### config.mk
export PLATFORM = sky130hd
export DESIGN_NAME = ivwm_queue
export DESIGN_NICKNAME = d
export VERILOG_FILES = /design/src/hw/rtl/ivwm_pkg.sv /design/src/hw/rtl/ivwm_queue.sv
export SDC_FILE = /design/constraint.sdc
export NUM_CORES = 1
export LEC_CHECK = 0
export ABC_AREA = 1
export BUFFER_PORTS_ARGS = -buffer_cell sky130_fd_sc_hd__clkbuf_2
export CORE_MARGIN = 2
export CORE_UTILIZATION = 50
export DETAILED_ROUTE_END_ITERATION = 16
export GPL_ROUTABILITY_DRIVEN = 0
export PLACE_DENSITY = 0.79
export SETUP_SLACK_MARGIN = 0.4
export SLEW_MARGIN = 0
export SYNTH_ARGS = -nofsm -noshare
export SYNTH_HDL_FRONTEND = slang
export SYNTH_SLANG_ARGS = --single-unit
### constraint.sdc
create_clock -name clk -period 15.05 [get_ports clk]
set_clock_uncertainty 0.05 [all_clocks]
set_input_delay 1.505 -clock clk [delete_from_list [all_inputs] [get_ports clk]]
set_output_delay 1.505 -clock clk [all_outputs]
set_load 0.02 [all_outputs]
### src/hw/rtl/ivwm_pkg.sv
`timescale 1ns / 1ps
// ----------------------------------------------------------------------------
// ivwm_pkg
// shared constants and types of the inverse-variance window merge block
// ----------------------------------------------------------------------------
package ivwm_pkg;

	// default ring depth, largest window length
	localparam int unsigned MAX_WINDOW_DEF = 16;

	// window length after reset
	localparam logic [4:0] WINDOW_LEN_RST = 5'd5;

	// weighted power is w*p / 2^WP_SHIFT
	localparam int unsigned WP_SHIFT = 22;

	// saturated weight, Q16.32
	localparam logic [47:0] WEIGHT_MAX = 48'hFFFF_FFFF_FFFF;

	// scaled sigma squared at or below this saturates the weight
	localparam logic [63:0] TINY_SQ = 64'd65536;

	// dividend width of the back-end divider: 64-bit magnitude plus shift
	localparam int unsigned BACK_NUM_W = 64 + WP_SHIFT;

	// entries of the queue between front and back end
	localparam int unsigned QUEUE_DEPTH = 2;

	// one full window handed from front to back end
	typedef struct packed {
		logic [63:0] weight_sum;
		logic [63:0] wpower_sum;
		logic [31:0] freq;
		logic        sigma_zero;
	} win_sum_t;

endpackage

### src/hw/rtl/ivwm_queue.sv
`timescale 1ns / 1ps
// ----------------------------------------------------------------------------
// ivwm_queue
// short fifo of window sums between front and back end
// ----------------------------------------------------------------------------
module ivwm_queue (
	input  logic               clk,
	input  logic               arst_n,
	input  logic               push_valid,
	output logic               push_ready,
	input  ivwm_pkg::win_sum_t push_data,
	output logic               pop_valid,
	input  logic               pop_ready,
	output ivwm_pkg::win_sum_t pop_data
);

	localparam int unsigned DEPTH = ivwm_pkg::QUEUE_DEPTH;
	localparam int unsigned AW    = $clog2(DEPTH);
	localparam int unsigned CW    = $clog2(DEPTH + 1);

	ivwm_pkg::win_sum_t entry_q [DEPTH];
	logic [AW-1:0] wr_q;
	logic [AW-1:0] rd_q;
	logic [CW-1:0] cnt_q;
	logic          do_push;
	logic          do_pop;

	assign push_ready = cnt_q != CW'(DEPTH);
	assign pop_valid  = cnt_q != '0;
	assign do_push    = push_valid && push_ready;
	assign do_pop     = pop_valid && pop_ready;

	always_ff @(posedge clk or negedge arst_n) begin
		if (!arst_n) begin
			wr_q  <= '0;
			rd_q  <= '0;
			cnt_q <= '0;
		end else begin
			if (do_push) begin
				wr_q <= (32'(wr_q) == DEPTH - 1) ? '0 : wr_q + 1'b1;
			end
			if (do_pop) begin
				rd_q <= (32'(rd_q) == DEPTH - 1) ? '0 : rd_q + 1'b1;
			end
			if (do_push && !do_pop) begin
				cnt_q <= cnt_q + 1'b1;
			end else if (do_pop && !do_push) begin
				cnt_q <= cnt_q - 1'b1;
			end
		end
	end

	always_ff @(posedge clk) begin
		if (do_push) begin
			entry_q[wr_q] <= push_data;
		end
	end

	assign pop_data = entry_q[rd_q];

endmodule

== Yosys cells after proc, flatten, opt, wreduce, memory -nomap -nowiden ==
Memories as Yosys holds them, arrays and structs flattened.
Cells that the tools add are included.
Cells by class
  equal/unequal tests: 1
  reduce and logical (&&, ||, !) cells: 8
  muxes and demuxes: 6
  add/sub/neg operators: 4
Operator list (number)
  1-bit logical AND: 4
  1-bit two-way mux: 4
  2-bit two-way mux: 2
  2-bit nonzero test: 2
  1-bit adder, second input constant: 2
  2-bit by 1-bit adder with 2-bit output, second input constant: 1
  1-bit zero test: 2
  2-bit != test, second input constant: 1
  2-bit by 1-bit subtractor with 2-bit output, second input constant: 1
Storage, ports and cells
  memories kept: 1
  logic and storage cells: 23
  bits in writable memories: 322
  bits in registers: 4
Memory list
  entry_q: words 2, width 161, rd ports 1, clocked after memory_dff 0, wr ports 1, RTL line ivwm_queue.sv:21  | ivwm_pkg::win_sum_t entry_q [DEPTH];

== Depth between registers and ports, before layout ==
Gate-level depths: netlist of the first run.
  word-level depth: 6
  gate-level depth with buffers: 10

== Least setup slack after synthesis of the first run ==
No wires, ideal clock.
  path type: input to register
  start point: in push_valid
  end point: mem entry_q[0][0] (netlist bit), enable pin
  path buffers: 0
  setup time: 684 ps
  cell stages on the path: 2
  required time: 14316 ps
  arrival time: 8302 ps
  path slack: 6014 ps
  cells stage by stage: nand2_1 nor2_1
On the way
  longest elaborated chain between the ends: 3
Ends and longest elaborated chain
  from (decl): RTL line ivwm_queue.sv:9  | input logic push_valid,
  1-bit logical AND: RTL line ivwm_queue.sv:30  | assign do_push = push_valid && push_ready;
  1-bit two-way mux: RTL line ivwm_queue.sv:54  | if (do_push) begin
  1-bit two-way mux (not written as such): RTL line ivwm_queue.sv:55  | entry_q[wr_q] <= push_data;
  to (decl): RTL line ivwm_queue.sv:21
Every way passes these cells.

==> results_dict.tcl, run 1 <==
set metrics [dict create \
    outcome "complete, no violations" \
    ant_nets 0 \
    cp_max_fo 83 \
    fmax_ghz 0.220 \
    initial_core_util_pct 51.0 \
    io_pins 328 \
    r2r_setup_slack_ns 12.62 \
    htree_num_levels 1 \
    r2r-start "cnt_q[0]$_DFFE_PN0P_" \
    synth_top_area_share_pct 80.8 \
    area_growth_pct 24.3 \
    leakagePower_nw 6.45 \
    holdBufCountCts 0 \
    min_path_type "register to register" \
    cts.sinks 326 \
    postCtsSetupRepairBufs 0 \
    worst_slew_pin_slew_ns 1.11 \
    min_to "cnt_q[1]$_DFFE_PN0P_" \
    diodes 0 \
    clock_latency_ns 0.54 \
    drv_slew 0 \
    gr-total-overflow 0 \
    vdd_drop_max_mv 0.137 \
    arrival_ns 3.00 \
    worstPathRequired_ns 13.50 \
    layout-drive-gt1-share_pct 32.3 \
    final_core_utilization_pct 63.4 \
    maxCapViolations 0 \
    final.setup.tns_ns 0 \
    ctsResizeCount 0 \
    syn_inst 869 \
    avgRoutedWirePerCell_um 16.4 \
    cts_tree "yes" \
    core_area_um2 23500 \
    place_hpwl_um 16100 \
    grt_pass1_wl_um 36600 \
    maxSlewHeadroom_pct 25.8 \
    routed_wirelength_um 25300 \
    place.port_buffers 327 \
    numCtsBuffers 31 \
    first_global_vias 7328 \
    hp-start "cnt_q[1]$_DFFE_PN0P_" \
    hold_depth 2 \
    nets 1367 \
    antenna_found_initial 1 \
    finalNonFillerCells 1545 \
    seq_area_um2 9770 \
    root_buffer "clkbuf_16" \
    finalSetupViolCount 0 \
    cp_slowest_cell "buf_4" \
    grt.total_usage_pct 19.0 \
    yosysSeqAreaShare_pct 81.7 \
    startpoint_type "register" \
    synth_fp_nets 1035 \
    cpPeakStageDelay_ns 0.78 \
    critical_path_class "register to output pin" \
    synth_top_area_cell "edfxtp_1" \
    reg2regPathDepth 5 \
    syn-cell-area_um2 12000 \
    fp.dieW_um 159 \
    synth.distinct_cells 15 \
    p_per_area_nw_per_um2 213 \
    fp.dieH_um 159 \
    dieArea_um2 25200 \
    total_power_mw 3.17 \
    crit_chain "buf_4 > buf_4 > nand2_1 > nand2_1 > clkbuf_2" \
    grt_max_degree 86 \
    clk_pin_slew_ns 0.06 \
    fin_crit_sh_pct 30.3 \
    ys_ff_latch 326 \
    critPathCaptureType "output pin" \
    num_vias 7548 \
    avgSynthCellArea_um2 13.8 \
    avgViaCountPerCell 4.89 \
    r2r_end "entry_q[0][148]$_DFFE_PP_" \
    clock_path_buffers 3 \
    final.min_clock_period_ns 4.55 \
    drt_iter0_markers 638 \
    multi_input_area_um2 1940 \
    rows 56 \
    finalHoldViolations 0 \
    first_pass_iters 5 \
    fillCellCount 1741 \
    synthTopCellsByArea "edfxtp_1, nand2_1, buf_2" \
    dp_cells 1487 \
    grt_setup_unrepaired "no" \
    drc 0 \
    synth_warnings 0 \
]
## cell usage after synthesis
cell and number:
buf_4 2, buf_6 9, nand2_1 483, edfxtp_1 322, nor2_1 2, nand2_2 10
inv_4 1, xnor2_1 1, dfrtp_1 4, xor2_1 1, inv_1 6, buf_2 24
nand3_1 2, ha_1 1, nand4_1 1
## where the power goes
group,switching [mW],internal [mW]
clock network,0.318,0.463
registers,0.0478,1.25
logic,0.816,0.282
## sequential cells by signal (all words and copies together) (netlist names)
signal / cells
cnt_q: 2
wr_q: 1
rd_q: 1
entry_q: 322
## worst max-delay path: cells and delay by family (launching register included)
family / cells / cell delay (ns)
buffers and inverters: 3 / 1.63
and+or+nand+nor: 2 / 0.25
DFF: 1 / 0.44
## kinds of logic after synthesis
| kind of cell | after synthesis | synth area share, % |
|---|---|---|
| flops | 326 | 81.7 |
| simple gates | 498 | 15.9 |
| buf+inv | 42 | 2.22 |
| xor+xnor | 2 | 0.146 |
| fa+ha+maj | 1 | 0.105 |
## worst max path at each step
stage                     startpoint                 endpoint  slack [ns]  cells past startpoint
finish              rd_q$_DFFE_PN0P_            pop_data[106]       10.50                      5
global route        rd_q$_DFFE_PN0P_             pop_data[69]       10.24                      5
CTS                 rd_q$_DFFE_PN0P_             pop_data[68]       10.48                      5
detailed placement  rd_q$_DFFE_PN0P_            pop_data[105]       11.07                      5
global placement    rd_q$_DFFE_PN0P_            pop_data[128]       11.08                      5
floorplan                 push_valid  entry_q[0][0]$_DFFE_PP_        6.01                      2
## per-layer routing
layer / routed length, µm / GRT usage (%) / up-vias
li1: - / - / 3605
met1: 9390 / 22.1 / 3576
met2: 13000 / 33.5 / 309
met3: 2010 / 5.06 / 58
met4: 901 / 8.07 / 0
met5: 0 / 0 / -
## layout make-up
type / instances / share of cell area, %
sequential: 326 / 65.7
multi-input combinational: 501 / 13.1
timing repair buffer: 334 / 11.4
clock buffer: 35 / 5.32
tap: 319 / 2.68
clock inverter: 23 / 1.67
inverter: 7 / 0.210
## through the flow
step / setup WS, ns / hold slack, ns / area, µm²
floorplan: 6.01 / 0.412 / 12000
global placement: 11.08 / 0.435 / 13800
detailed placement: 11.07 / 0.450 / 13800
CTS: 10.48 / 0.465 / 14900
global route: 10.24 / 0.483 / 14900
finish: 10.50 / 0.465 / 14900
## cells in the final DEF, fill, tap and decap left out, drive strengths merged
cell type / synthesis / final
nand2: 493 / 493
nand4: 1 / 1
clkinvlp: 0 / 5
dfrtp: 4 / 4
clkbuf: 0 / 362
ha: 1 / 1
edfxtp: 322 / 322
inv: 7 / 8
xor2: 1 / 1
nand3: 2 / 2
buf: 35 / 7
nor2: 2 / 2
bufinv: 0 / 5
clkinv: 0 / 12
xnor2: 1 / 1
No activity file was read; power rests on OpenSTA's default activity.
==> run 2, diff against run 1 <==
--- a/config.mk
+++ b/config.mk
@@ -5,13 +5,13 @@
 export SDC_FILE = /design/constraint.sdc
 export NUM_CORES = 1
 export LEC_CHECK = 0
-export ABC_AREA = 1
+export ABC_AREA = 0
 export BUFFER_PORTS_ARGS = -buffer_cell sky130_fd_sc_hd__clkbuf_2
 export CORE_MARGIN = 2
-export CORE_UTILIZATION = 50
+export CORE_UTILIZATION = 47
 export DETAILED_ROUTE_END_ITERATION = 16
 export GPL_ROUTABILITY_DRIVEN = 0
-export PLACE_DENSITY = 0.79
+export PLACE_DENSITY = 0.78
 export SETUP_SLACK_MARGIN = 0.4
 export SLEW_MARGIN = 0
 export SYNTH_ARGS = -nofsm -noshare
==> constraint.sdc (replaced) <==
create_clock -name clk -period 3.99 [get_ports clk]
set_clock_uncertainty 0.05 [all_clocks]
set_input_delay 0.399 -clock clk [delete_from_list [all_inputs] [get_ports clk]]
set_output_delay 0.399 -clock clk [all_outputs]
set_load 0.02 [all_outputs]
==> results_dict.tcl, run 2 <==
set metrics [dict create \
    grt_pass1_wl_um 38500 \
    leakagePower_nw 6.65 \
    arrival_ns 2.48 \
    worstPathRequired_ns 3.54 \
    path_delay_family "flip-flops" \
    final.min_clock_period_ns 2.93 \
    synth.distinct_cells 15 \
    finalNonFillerCells 1390 \
    drt_iter0_markers 484 \
    r2r-start "cnt_q[0]$_DFFE_PN0P_" \
    top_register "entry_q" \
    worst_slew_pin_slew_ns 0.785 \
    grtUsageMet2_pct 35.2 \
    dp_cells 1167 \
    clock_latency_ns 0.55 \
    timing.final.ws_setup_ns 1.06 \
    hold_depth 1 \
    area_growth_pct 38.4 \
    fp.dieH_um 165 \
    min_path_type "input port to register" \
    synthTopCellsByArea "edfxtp_1, mux2_4, mux2_2" \
    crit_chain "buf_4 > mux2_2 > clkbuf_2" \
    crit_buf_inv 2 \
    htree_num_levels 1 \
    seq_area_um2 9770 \
    root_buffer "clkbuf_16" \
    final_cell_mix "clkbuf_2, edfxtp_1, dlygate4sd3_1" \
    outcome "complete, no violations" \
    startpoint_type "register" \
    avgViaCountPerCell 4.87 \
    r2r_setup_slack_ns 1.97 \
    yosysMostFrequentCell "edfxtp_1" \
    maxSlewHeadroom_pct 47.7 \
    routed_wirelength_um 26400 \
    layout_commonest_cell "clkbuf_2" \
    dp_worst_setup_slack_ns 1.64 \
    cts_tree "yes" \
    grt_max_degree 137 \
    cp_max_fo 42 \
    synth_warnings 0 \
    top_regs "entry_q: 322 flops, cnt_q: 2 flops" \
    syn-cell-area_um2 12100 \
    synth_edf_count 322 \
    fmax_ghz 0.342 \
    p_per_area_nw_per_um2 715 \
    synth_ff_type "edfxtp_1" \
    dieArea_um2 27100 \
    yosys-top-cells-count "edfxtp_1, mux2_2, mux2_4" \
    initial_core_util_pct 48.0 \
    critical_path_class "register to output pin" \
    grt_most_used_layer "met2" \
    synth_top_area_cell "edfxtp_1" \
    clk_pin_slew_ns 0.06 \
    vdd_drop_max_mv 0.573 \
    r2r_end "entry_q[1][55]$_DFFE_PP_" \
    postCtsSetupRepairBufs 0 \
    numCtsBuffers 31 \
    hp-start "push_data[73]" \
    io_pins 328 \
    finalSetupViolCount 0 \
    final.setup.tns_ns 0 \
    antenna_found_initial 4 \
    min_to "entry_q[1][73]$_DFFE_PP_" \
    grt_setup_unrepaired "no" \
    nets 1197 \
    grt.total_usage_pct 18.6 \
    syn_inst 519 \
    num_vias 6767 \
    multi_input_area_um2 2220 \
    place.port_buffers 327 \
    ys_ff_latch 326 \
    avgRoutedWirePerCell_um 19.0 \
    async_flop_share_pct 1.23 \
    drv_slew 0 \
    yosysSeqAreaShare_pct 80.5 \
    rows 58 \
    place_hpwl_um 16000 \
    synth_top_area_share_pct 79.7 \
    reg2regPathDepth 3 \
    fin_crit_sh_pct 73.4 \
    maxCapViolations 0 \
    use_met3_pct 5.15 \
    clock_path_buffers 3 \
    ant_nets 0 \
    finalHoldViolations 0 \
    cts.sinks 326 \
    critPathCaptureType "output pin" \
    final_core_utilization_pct 66.5 \
    fp.dieW_um 165 \
    cpPeakStageDelay_ns 0.82 \
    fillCellCount 1648 \
    avgSynthCellArea_um2 23.4 \
    layout-drive-gt1-share_pct 51.7 \
    core_area_um2 25300 \
    drc 0 \
    first_pass_iters 5 \
    largest_reg_flops 322 \
    synth_fp_nets 685 \
    use_met1_pct 20.0 \
    gr-total-overflow 0 \
    cp_slowest_cell "dfrtp_4" \
    first_global_vias 7291 \
]
run 2: cell type report:
| type | count | share of cell area, % |
|---|---|---|
| Sequential cell | 326 | 58.2 |
| Timing Repair Buffer | 497 | 20.0 |
| Multi-Input combinational cell | 174 | 13.2 |
| Clock buffer | 38 | 4.78 |
| Tap cell | 330 | 2.46 |
| Clock inverter | 20 | 1.20 |
| Antenna cell | 4 | 0.0596 |
| Inverter | 1 | 0.0224 |
run 2: worst max path at each step:
stage | startpoint | to | slack (ns) | cells after the start
CTS | rd_q$_DFFE_PN0P_ | pop_data[39] | 1.02 | 3
floorplan | cnt_q[0]$_DFFE_PN0P_ | entry_q[0][0]$_DFFE_PP_ | 0.40 | 3
detailed placement | rd_q$_DFFE_PN0P_ | pop_data[33] | 1.64 | 3
finish | rd_q$_DFFE_PN0P_ | pop_data[37] | 1.06 | 3
global route | rd_q$_DFFE_PN0P_ | pop_data[37] | 0.94 | 3
global placement | rd_q$_DFFE_PN0P_ | pop_data[28] | 1.67 | 3
run 2: metrics by stage:
stage | power, mW | hold slack (ns) | area (µm²)
after global placement | 8.98 | 0.163 | 14200
after global routing | 12.5 | 0.00905 | 16800
after detailed placement | 9.07 | 0.165 | 14200
final | 12.0 | 0.0354 | 16800
after CTS | 12.1 | 0.0145 | 16800
after floorplan | 7.90 | 0.0534 | 12100
run 2: cell families after synthesis:
family                   after synthesis  synth area share (%)
flip-flops                           326                  80.5
multiplexers                         161                  17.4
buffers and inverters                 19                  1.29
AND/OR/NAND/NOR                        7                 0.279
XOR/XNOR                               5                 0.361
adder cells (fa/ha/maj)                1                 0.103
run 2: repair_timing:
| action | CTS | global route |
|---|---|---|
| endpoints found under the hold margin | 324 | 0 |
| hold buffers | 161 | 0 |
| resized for setup | 0 | 0 |
run 2: power by group:
group | internal (mW) | switching (mW) | leakage (nW)
Combinational | 1.75 | 2.40 | 3.12
Sequential | 4.69 | 0.290 | 3.04
Clock | 1.68 | 1.19 | 0.490
Total | 8.12 | 3.88 | 6.65
run 2: worst register-to-register path, stage by stage, from the launching register on:
cell and delay, ns:
dfrtp_1 0.41, nand2b_4 0.16, and3_4 0.46, buf_4 0.55
run 2: routing by layer:
| metal | vias to the layer above | wire length (µm) |
|---|---|---|
| li1 | 3109 | - |
| met1 | 3295 | 9580 |
| met2 | 306 | 13900 |
| met3 | 57 | 2210 |
| met4 | 0 | 767 |
| met5 | - | 0 |
