File: src/hw/rtl/ivwm_pkg.sv
`timescale 1ns / 1ps
// ----------------------------------------------------------------------------
// ivwm_pkg
// shared constants and types of the inverse-variance window merge block
// ----------------------------------------------------------------------------
package ivwm_pkg;

	// default ring depth, largest window length
	localparam int unsigned MAX_WINDOW_DEF = 16;

	// window length after reset
	localparam logic [4:0] WINDOW_LEN_RST = 5'd5;

	// weighted power is w*p / 2^WP_SHIFT
	localparam int unsigned WP_SHIFT = 22;

	// saturated weight, Q16.32
	localparam logic [47:0] WEIGHT_MAX = 48'hFFFF_FFFF_FFFF;

	// scaled sigma squared at or below this saturates the weight
	localparam logic [63:0] TINY_SQ = 64'd65536;

	// dividend width of the back-end divider: 64-bit magnitude plus shift
	localparam int unsigned BACK_NUM_W = 64 + WP_SHIFT;

	// entries of the queue between front and back end
	localparam int unsigned QUEUE_DEPTH = 2;

	// one full window handed from front to back end
	typedef struct packed {
		logic [63:0] weight_sum;
		logic [63:0] wpower_sum;
		logic [31:0] freq;
		logic        sigma_zero;
	} win_sum_t;

endpackage

File: src/hw/rtl/ivwm_divu.sv
`timescale 1ns / 1ps
// ----------------------------------------------------------------------------
// ivwm_divu
// restoring unsigned divider, one quotient bit per cycle, sticky overflow
// ----------------------------------------------------------------------------
module ivwm_divu #(
	parameter int unsigned NUM_W = 65,
	parameter int unsigned QUO_W = 64
) (
	input  logic             clk,
	input  logic             arst_n,
	input  logic             start,
	input  logic [NUM_W-1:0] num,
	input  logic [63:0]      den,
	output logic             done,
	output logic [QUO_W-1:0] quot,
	output logic             ovf
);

	localparam int unsigned CW = $clog2(NUM_W + 1);
	localparam logic [CW-1:0] CNT_LAST = CW'(NUM_W - 1);

	logic             run_q;
	logic             done_q;
	logic [CW-1:0]    cnt_q;
	logic [NUM_W-1:0] num_q;
	logic [63:0]      den_q;
	logic [63:0]      rem_q;
	logic [QUO_W-1:0] quot_q;
	logic             ovf_q;

	logic [64:0] rem_sh;
	logic        ge;
	logic [64:0] rem_sub;

	assign rem_sh  = {rem_q, num_q[NUM_W-1]};
	assign ge      = rem_sh >= {1'b0, den_q};
	assign rem_sub = rem_sh - {1'b0, den_q};

	always_ff @(posedge clk or negedge arst_n) begin
		if (!arst_n) begin
			run_q  <= 1'b0;
			done_q <= 1'b0;
			cnt_q  <= '0;
		end else begin
			done_q <= 1'b0;
			if (start) begin
				run_q <= 1'b1;
				cnt_q <= '0;
			end else if (run_q) begin
				cnt_q <= cnt_q + 1'b1;
				if (cnt_q == CNT_LAST) begin
					run_q  <= 1'b0;
					done_q <= 1'b1;
				end
			end
		end
	end

	always_ff @(posedge clk) begin
		if (start) begin
			num_q  <= num;
			den_q  <= den;
			rem_q  <= '0;
			quot_q <= '0;
			ovf_q  <= 1'b0;
		end else if (run_q) begin
			num_q  <= num_q << 1;
			rem_q  <= ge ? rem_sub[63:0] : rem_sh[63:0];
			quot_q <= {quot_q[QUO_W-2:0], ge};
			ovf_q  <= ovf_q | quot_q[QUO_W-1];
		end
	end

	assign done = done_q;
	assign quot = quot_q;
	assign ovf  = ovf_q;

endmodule

File: src/hw/rtl/ivwm_sqrt.sv
`timescale 1ns / 1ps
// ----------------------------------------------------------------------------
// ivwm_sqrt
// 64-bit integer square root, one result bit per cycle
// ----------------------------------------------------------------------------
module ivwm_sqrt (
	input  logic        clk,
	input  logic        arst_n,
	input  logic        start,
	input  logic [63:0] x,
	output logic        done,
	output logic [31:0] root
);

	logic        run_q;
	logic        done_q;
	logic [4:0]  cnt_q;
	logic [63:0] x_q;
	logic [63:0] res_q;
	logic [63:0] bit_q;
	logic [63:0] trial;

	assign trial = res_q + bit_q;

	always_ff @(posedge clk or negedge arst_n) begin
		if (!arst_n) begin
			run_q  <= 1'b0;
			done_q <= 1'b0;
			cnt_q  <= '0;
		end else begin
			done_q <= 1'b0;
			if (start) begin
				run_q <= 1'b1;
				cnt_q <= '0;
			end else if (run_q) begin
				cnt_q <= cnt_q + 1'b1;
				if (cnt_q == 5'd31) begin
					run_q  <= 1'b0;
					done_q <= 1'b1;
				end
			end
		end
	end

	always_ff @(posedge clk) begin
		if (start) begin
			x_q   <= x;
			res_q <= '0;
			bit_q <= 64'h4000_0000_0000_0000;
		end else if (run_q) begin
			if (x_q >= trial) begin
				x_q   <= x_q - trial;
				res_q <= (res_q >> 1) + bit_q;
			end else begin
				res_q <= res_q >> 1;
			end
			bit_q <= bit_q >> 2;
		end
	end

	assign done = done_q;
	assign root = res_q[31:0];

endmodule

File: src/hw/rtl/ivwm_back.sv
`timescale 1ns / 1ps
// ----------------------------------------------------------------------------
// ivwm_back
// mean power, merged sigma and limit from one window's sums
// ----------------------------------------------------------------------------
module ivwm_back (
	input  logic               clk,
	input  logic               arst_n,
	input  logic               q_valid,
	output logic               q_ready,
	input  ivwm_pkg::win_sum_t q_data,
	output logic               out_valid,
	input  logic               out_ready,
	output logic signed [31:0] merged_power,
	output logic [31:0]        merged_sigma,
	output logic [31:0]        limit_value,
	output logic [31:0]        window_freq,
	output logic               sigma_zero
);

	localparam int unsigned NW = ivwm_pkg::BACK_NUM_W;

	typedef enum logic [6:0] {
		B_IDLE = 7'b000_0001,
		B_DIV1 = 7'b000_0010,
		B_DIV2 = 7'b000_0100,
		B_SQ1  = 7'b000_1000,
		B_LIM  = 7'b001_0000,
		B_SQ2  = 7'b010_0000,
		B_OUT  = 7'b100_0000
	} back_state_t;

	back_state_t state_q;

	logic [63:0] d_q;
	logic        neg_q;
	logic [31:0] freq_q;
	logic        zeros_q;
	logic [31:0] power_q;
	logic [31:0] sig_q;
	logic [31:0] lim_q;

	logic        out_valid_q;
	logic [31:0] out_power_q;
	logic [31:0] out_sigma_q;
	logic [31:0] out_limit_q;
	logic [31:0] out_freq_q;
	logic        out_zero_q;

	// magnitude of the popped weighted power sum
	logic        in_neg;
	logic [63:0] in_mag;

	assign in_neg = q_data.wpower_sum[63];
	assign in_mag = in_neg ? (~q_data.wpower_sum + 64'd1) : q_data.wpower_sum;

	// shared divider: mean power first, then the weight-sum reciprocal
	logic          div_start;
	logic [NW-1:0] div_num;
	logic          div_done;
	logic [63:0]   div_quot;
	logic          div_ovf;
	logic          d_small;

	assign d_small   = d_q <= 64'd1;
	assign div_start = (state_q == B_IDLE && q_valid)
		|| (state_q == B_DIV1 && div_done && !d_small);
	assign div_num   = (state_q == B_IDLE) ? {in_mag, {ivwm_pkg::WP_SHIFT{1'b0}}}
		: (NW'(1) << 64);

	ivwm_divu #(
		.NUM_W(NW),
		.QUO_W(64)
	) u_div (
		.clk   (clk),
		.arst_n(arst_n),
		.start (div_start),
		.num   (div_num),
		.den   ((state_q == B_IDLE) ? q_data.weight_sum : d_q),
		.done  (div_done),
		.quot  (div_quot),
		.ovf   (div_ovf)
	);

	// mean power with saturation
	logic [31:0] q_cap;
	logic [31:0] mean;

	always_comb begin
		if (d_q == 64'd0) begin
			q_cap = '0;
		end else if (div_ovf || (div_quot[63:32] != 32'd0)) begin
			q_cap = 32'hFFFF_FFFF;
		end else begin
			q_cap = div_quot[31:0];
		end
		if (neg_q) begin
			mean = ~((q_cap > 32'h8000_0000) ? 32'h8000_0000 : q_cap) + 32'd1;
		end else begin
			mean = (q_cap > 32'h7FFF_FFFF) ? 32'h7FFF_FFFF : q_cap;
		end
	end

	// shared square root: merged sigma (skipped when the weight sum is 0 or 1), then the limit
	logic        sq_start;
	logic [63:0] sq_x;
	logic        sq_done;
	logic [31:0] sq_root;
	logic [34:0] sig5;

	assign sig5     = 35'(sig_q) * 35'd5;
	assign sq_start = (state_q == B_DIV2 && div_done) || (state_q == B_LIM);
	assign sq_x     = (state_q == B_LIM) ? 64'({sig5, 16'd0}) : div_quot;

	ivwm_sqrt u_sqrt (
		.clk   (clk),
		.arst_n(arst_n),
		.start (sq_start),
		.x     (sq_x),
		.done  (sq_done),
		.root  (sq_root)
	);

	logic out_load;

	assign out_load = (state_q == B_OUT) && (!out_valid_q || out_ready);
	assign q_ready  = state_q == B_IDLE;

	always_ff @(posedge clk or negedge arst_n) begin
		if (!arst_n) begin
			state_q     <= B_IDLE;
			out_valid_q <= 1'b0;
		end else begin
			if (out_load) begin
				out_valid_q <= 1'b1;
			end else if (out_ready) begin
				out_valid_q <= 1'b0;
			end
			unique case (state_q)
				B_IDLE: begin
					if (q_valid) begin
						state_q <= B_DIV1;
					end
				end
				B_DIV1: begin
					if (div_done) begin
						state_q <= d_small ? B_LIM : B_DIV2;
					end
				end
				B_DIV2: begin
					if (div_done) begin
						state_q <= B_SQ1;
					end
				end
				B_SQ1: begin
					if (sq_done) begin
						state_q <= B_LIM;
					end
				end
				B_LIM: begin
					state_q <= B_SQ2;
				end
				B_SQ2: begin
					if (sq_done) begin
						state_q <= B_OUT;
					end
				end
				B_OUT: begin
					if (out_load) begin
						state_q <= B_IDLE;
					end
				end
				default: begin
					state_q <= B_IDLE;
				end
			endcase
		end
	end

	always_ff @(posedge clk) begin
		if (state_q == B_IDLE && q_valid) begin
			d_q     <= q_data.weight_sum;
			neg_q   <= in_neg;
			freq_q  <= q_data.freq;
			zeros_q <= q_data.sigma_zero;
		end
		if (state_q == B_DIV1 && div_done) begin
			power_q <= mean;
			if (d_small) begin
				sig_q <= (d_q == 64'd0) ? 32'd0 : 32'hFFFF_FFFF;
			end
		end
		if (state_q == B_SQ1 && sq_done) begin
			sig_q <= sq_root;
		end
		if (state_q == B_SQ2 && sq_done) begin
			lim_q <= sq_root;
		end
		if (out_load) begin
			out_power_q <= power_q;
			out_sigma_q <= sig_q;
			out_limit_q <= lim_q;
			out_freq_q  <= freq_q;
			out_zero_q  <= zeros_q;
		end
	end

	assign out_valid    = out_valid_q;
	assign merged_power = out_power_q;
	assign merged_sigma = out_sigma_q;
	assign limit_value  = out_limit_q;
	assign window_freq  = out_freq_q;
	assign sigma_zero   = out_zero_q;

endmodule

File: config.mk
export PLATFORM = sky130hd
export DESIGN_NAME = ivwm_back
export DESIGN_NICKNAME = d
export VERILOG_FILES = /design/src/hw/rtl/ivwm_pkg.sv /design/src/hw/rtl/ivwm_divu.sv /design/src/hw/rtl/ivwm_sqrt.sv /design/src/hw/rtl/ivwm_back.sv
export SDC_FILE = /design/constraint.sdc
export NUM_CORES = 2
export LEC_CHECK = 0
export BUFFER_PORTS_ARGS = -buffer_cell sky130_fd_sc_hd__buf_2
export CAP_MARGIN = 20
export CORE_MARGIN = 2
export CORE_UTILIZATION = 62
export CTS_CLUSTER_DIAMETER = 40
export CTS_CLUSTER_SIZE = 10
export DETAILED_ROUTE_END_ITERATION = 10
export PLACE_DENSITY = 0.81
export SETUP_SLACK_MARGIN = 0.02
export SYNTH_ARGS = -nofsm -noshare
export SYNTH_HDL_FRONTEND = slang
export SYNTH_SLANG_ARGS = --single-unit
File: constraint.sdc
create_clock -name clk -period 13.7 [get_ports clk]
set_input_delay 1.37 -clock clk [delete_from_list [all_inputs] [get_ports clk]]
set_output_delay 1.37 -clock clk [all_outputs]
set_load 0.1 [all_outputs]
## Word-level counts from Yosys, hierarchy flattened

Cells that the tools add are included.

| word-level totals | value |
|---|---|
| output and inout bits | 131 |
| bits in registers | 786 |
| logic and storage cells | 130 |

| operators by class | value |
|---|---|
| multipliers | 1 |
| eq/ne operators | 15 |
| multiplexer cells | 46 |
| reduce and logical (&&, ||, !) cells | 24 |
| magnitude comparators | 5 |
| add/sub/neg operators | 8 |
| bitwise logic cells | 3 |

Operators by type and width:

| operator | number |
|---|---|
| 2-to-1 mux 64 bit | 8 |
| 2-to-1 mux 32 bit | 9 |
| 2-to-1 mux 86 bit | 3 |
| subtractor 64 bit | 2 |
| greater-or-equal comparator 65 x 64 -> 1 bit | 1 |
| adder 63 x 63 -> 64 bit | 1 |
| adder 64 x 1 -> 64 bit, second input constant | 1 |
| adder 64 x 63 -> 64 bit | 1 |
| greater-or-equal comparator 64 bit | 1 |
| less-or-equal comparator 64 x 1 -> 1 bit, second input constant | 1 |
| logical NOT 64 bit | 1 |
| inverter 64 bit | 1 |
| 2-to-1 mux 7 bit | 8 |
| case mux 7 bit (7 select lines) | 1 |
| multiplier 32 x 3 -> 35 bit, second input constant | 1 |
| adder 32 x 1 -> 32 bit, second input constant | 1 |
| > comparator 32 x 31 -> 1 bit, second input constant | 1 |
| > comparator 32 bit, second input constant | 1 |
| inverter 32 bit | 1 |
| nonzero test 32 bit | 1 |
| 2-to-1 mux 5 bit | 3 |
| equality test 7 bit, second input constant | 2 |
| 2-to-1 mux 1 bit | 14 |
| nonzero test 2 bit | 6 |
| 17 further kinds | 32 |

## Longest topological paths before layout

| logic depth | value |
|---|---|
| word-level depth | 9 |
| mapped depth | 27 |
| depth with buffers taken out | 25 |

## Hierarchy

From an unflattened synthesis, not the netlist that was laid out.

| second synthesis, totals | value |
|---|---|
| cells, all modules | 5025 |
| area total of the unflattened synthesis | 47875.9 um2 |

By module, submodules not included:

| module | area each (um2) | times used | cells each |
|---|---|---|---|
| ivwm_back | 17028.8 | 1 | 1563 |
| ivwm_sqrt | 15910.3 | 1 | 1990 |
| ivwm_divu | 14936.8 | 1 | 1472 |

## Worst setup path after synthesis

No wires, ideal clock.

| path | value |
|---|---|
| kind | register to register |
| start point | register u_sqrt.res_q[2] |
| end point | register u_sqrt.x_q[0], enable pin |
| period minus slack after synthesis | 10.151 ns |
| buffers on the path | 2 |
| stages on the path, launching flop included | 25 |
| slack | 3.549 ns |
| required time | 13.126 ns |
| data arrival time | 9.576 ns |
| path through | dfxtp_1 ha_1 a31oi_1 a211oi_1 a31oi_1 o21bai_1 a311o_1 a31oi_1 o21bai_1 a31oi_1 o21bai_1 a31oi_1 xor2_1 ha_1 clkbuf_1 nand4_1 or2_0 o221ai_1 a211oi_1 a31oi_4 a2111oi_4 o31ai_2 o21ai_4 buf_2 o21ai_0 |

| on the way | value |
|---|---|
| longest elaborated chain between the ends | 4 |

Ends and longest elaborated chain:

| what | line | RTL |
|---|---|---|
| start, declared | ivwm_sqrt.sv:19 | `logic [63:0] res_q;` |
| start signal, assigned | ivwm_sqrt.sv:53 | `res_q <= (res_q >> 1) + bit_q;` |
| start signal, assigned | ivwm_sqrt.sv:55 | `res_q <= res_q >> 1;` |
| adder 64 x 63 -> 64 bit | ivwm_sqrt.sv:23 | `assign trial = res_q + bit_q;` |
| greater-or-equal comparator 64 bit | ivwm_sqrt.sv:51 | `if (x_q >= trial) begin` |
| nonzero test 2 bit (no line) | n/a |  |
| AND reduction 2 bit (no line) | n/a |  |
| end signal, assigned | ivwm_sqrt.sv:52 | `x_q <= x_q - trial;` |
| end, declared | ivwm_sqrt.sv:18 | `logic [63:0] x_q;` |

No other way between the ends.
A chain may end at the register's enable or synchronous reset.

## Worst setup path after layout

| path | value |
|---|---|
| start point | register u_sqrt.res_q[2] |
| end point | register u_sqrt.x_q[29], enable pin |

The elaborated chain is that of the path after synthesis.

==> results_dict.tcl <==
set metrics [dict create \
    layout-drive-gt1-share_pct 11.6 \
    reg2regPathDepth 25 \
    setup_viol 0 \
    whs_ps 410 \
    hold_violations 0 \
    fillers 5354 \
    h-tree-depth 3 \
    syn_nets 5132 \
    dieArea_mm2 0.0748 \
    die_h_um 273 \
    drtAntennaViolNets 0 \
    cts_hold_buffers 0 \
    synth_area_leader_cell "edfxtp_1" \
    initial_core_util_pct 62.8 \
    syn_avg_cell_area_um2 9.57 \
    min_from "power_q[3]" \
    ys.flop_type "edfxtp_1" \
    fin_crit_ps 7730 \
    p_per_area_mw_per_mm2 172 \
    crit_path_max_fanout 64 \
    synth_edf_count 515 \
    worstMarginPinSlew_ps 1190 \
    setup_slack_ps 5970 \
    r2r-start "u_sqrt.res_q[2]" \
    synth_top_area_share_pct 34.4 \
    clkSinkCount 764 \
    cts_resized 0 \
    grt_usage_pct 32.6 \
    grt_max_degree 95 \
    power_switching_mw 3.01 \
    slew_headroom_pct 18.7 \
    rsz0062_at_grt "false" \
    synth-warning-count 0 \
    synth.distinct_cells 93 \
    synth_common_cells "nand2_1, edfxtp_1, nor2_1" \
    r2r_slack_ps 5970 \
    r2r_end "u_sqrt.x_q[29]" \
    clockBufferDepth 3 \
    grt_pass1_wl_um 194000 \
    rows 98 \
    wire_per_inst_um 21.0 \
    drt_first_pass_iters 6 \
    worstPathArrival_ps 8000 \
    p_int_mw 5.72 \
    cts_tree "done" \
    grt_overflow 0 \
    wl_um 125000 \
    area_growth_pct 12.5 \
    finClkSkew_ps 43.5 \
    status "completed" \
    final_nets 5319 \
    dpl.hpwl_um 88600 \
    postPlaceCellArea_mm2 0.0470 \
    worst_path_largest_cell_delay_ps 760 \
    num_io_pins 296 \
    crit_slowest_cell "o21ai_4" \
    drv_cap 0 \
    die_x_um 273 \
    hold_path.class "flip-flop to flip-flop" \
    cts_setup_buffers 0 \
    ys_seq_elements 764 \
    comb_power_share_pct 32.8 \
    timing_worst_setup_path_type "flip-flop to flip-flop" \
    place_ws_ps 6110 \
    endpoint_kind "flip-flop" \
    clock_latency_ps 680 \
    start_kind "flip-flop" \
    syn_inst 4704 \
    max-vdd-ir-drop_mv 0.154 \
    crit_required_ps 13970 \
    place.gp.congestion 0.987 \
    yosysMostFrequentCell "nand2_1" \
    post-route-util_pct 70.6 \
    post-place-cells 5728 \
    cts-buffers-inserted 109 \
    synthTopCellsByArea "edfxtp_1, dfxtp_1, ha_1" \
    fmax_mhz 129 \
    yosysSeqAreaShare_pct 45.7 \
    path_clk_slew_ps 60 \
    root_buffer "clkbuf_16" \
    antenna_found_initial 6 \
    drv_slew 0 \
    switching_share_pct 34.5 \
    leakagePower_nw 21.8 \
    holdPathEnd "merged_power[3]" \
    post-route-period-util_pct 56.4 \
    grt_pass1_vias 35000 \
    crit_top_cell "a21o_1" \
    hold_depth 0 \
    syn_area_mm2 0.0450 \
    via_per_inst 6.34 \
    final_design_area_no_fill_mm2 0.0506 \
    clockPowerShare_pct 31.1 \
    power.total_mw 8.73 \
    vias 37700 \
    sequentialPowerShare_pct 36.1 \
    ys_async_sr_fraction_pct 3.14 \
    drt-initial-drc-count 4439 \
    post-route-drc-count 0 \
    coreArea_mm2 0.0717 \
    stdcell_count 5941 \
    setup-tns-final_ps 0 \
    io_buffers 295 \
]
[critical path, delay by kind of cell (launching register included)]
| kind | cells | cell delay [ps] |
|---|---|---|
| flip-flops | 1 | 460 |
| buffers and inverters | 3 | 1080 |
| AO/OA/AOI/OAI | 18 | 4740 |
| XOR/XNOR | 1 | 170 |
| adder cells (fa/ha/maj) | 2 | 660 |
| AND/OR/NAND/NOR | 1 | 140 |
[registers in the layout, summed over array words and instances (netlist names), 5 cells and up]
name	flops
d_q	64
u_div.den_q	64
u_div.num_q	64
u_div.quot	64
u_div.rem_q	64
u_sqrt.res_q	64
u_sqrt.x_q	64
freq_q	32
lim_q	32
limit_value	32
merged_power	32
merged_sigma	32
power_q	32
sig_q	32
u_sqrt.bit_q	32
window_freq	32
state_q	7
u_div.cnt_q	7
u_sqrt.cnt_q	5
[power groups by stage]
stage | clock, mW | combinational, mW | sequential [mW]
detailed placement | 0 | 2.80 | 3.18
floorplan | 0 | 2.25 | 3.10
finish | 2.72 | 2.87 | 3.15
global route | 2.83 | 3.19 | 3.19
global placement | 0 | 2.75 | 3.17
CTS | 2.74 | 2.83 | 3.14
[cells by family after synthesis]
group           Yosys count  share of synthesized area (%)
simple gates           1483                           14.6
compound gates         1289                           18.6
flops                   764                           45.7
buf+inv                 402                           3.45
xor+xnor                319                           6.21
fa+ha+maj               263                           7.36
mux                     184                           4.10
[per-layer routing]
| layer | track usage [%] | wire length, um | vias to the layer above |
|---|---|---|---|
| met5 | 0 | 0 | - |
| met4 | 10.8 | 3710 | 0 |
| met3 | 4.82 | 11200 | 260 |
| met2 | 49.7 | 55000 | 1754 |
| met1 | 47.8 | 54600 | 17900 |
| li1 | - | - | 17700 |
[layout by cell type (no fill, tap or decap), types with 167 or more instances in the layout]
master | Yosys | layout
nand2_1 | 571 | 569
edfxtp_1 | 515 | 515
nor2_1 | 505 | 502
o21ai_0 | 319 | 318
buf_2 | 24 | 295
a21oi_1 | 268 | 265
ha_1 | 260 | 260
dfxtp_1 | 225 | 225
mux2i_1 | 180 | 180
xor2_1 | 167 | 167
[layout make-up]
cell class	count	area [um^2]	area share, %
Multi-Input combinational cell	3538	23000	45.4
Sequential cell	764	20600	40.6
Clock buffer	161	3070	6.06
Timing Repair Buffer	334	1770	3.50
Tap cell	950	1190	2.35
Inverter	144	548	1.08
Clock inverter	46	489	0.966
Antenna cell	4	10.0	0.0198
[worst max path at each step]
| stage | startpoint | to | slack, ps | depth (start not counted) |
|---|---|---|---|---|
| floorplan | u_sqrt.res_q[2] | u_sqrt.x_q[0] | 3550 | 24 |
| global placement | u_sqrt.res_q[2] | u_sqrt.x_q[21] | 6260 | 25 |
| detailed placement | u_sqrt.res_q[2] | u_sqrt.x_q[24] | 6110 | 25 |
| CTS | u_sqrt.res_q[2] | u_sqrt.x_q[29] | 6090 | 25 |
| global route | u_sqrt.res_q[2] | u_sqrt.x_q[29] | 5380 | 25 |
| finish | u_sqrt.res_q[2] | u_sqrt.x_q[29] | 5970 | 25 |
No activity file was read; power rests on OpenSTA's default activity.
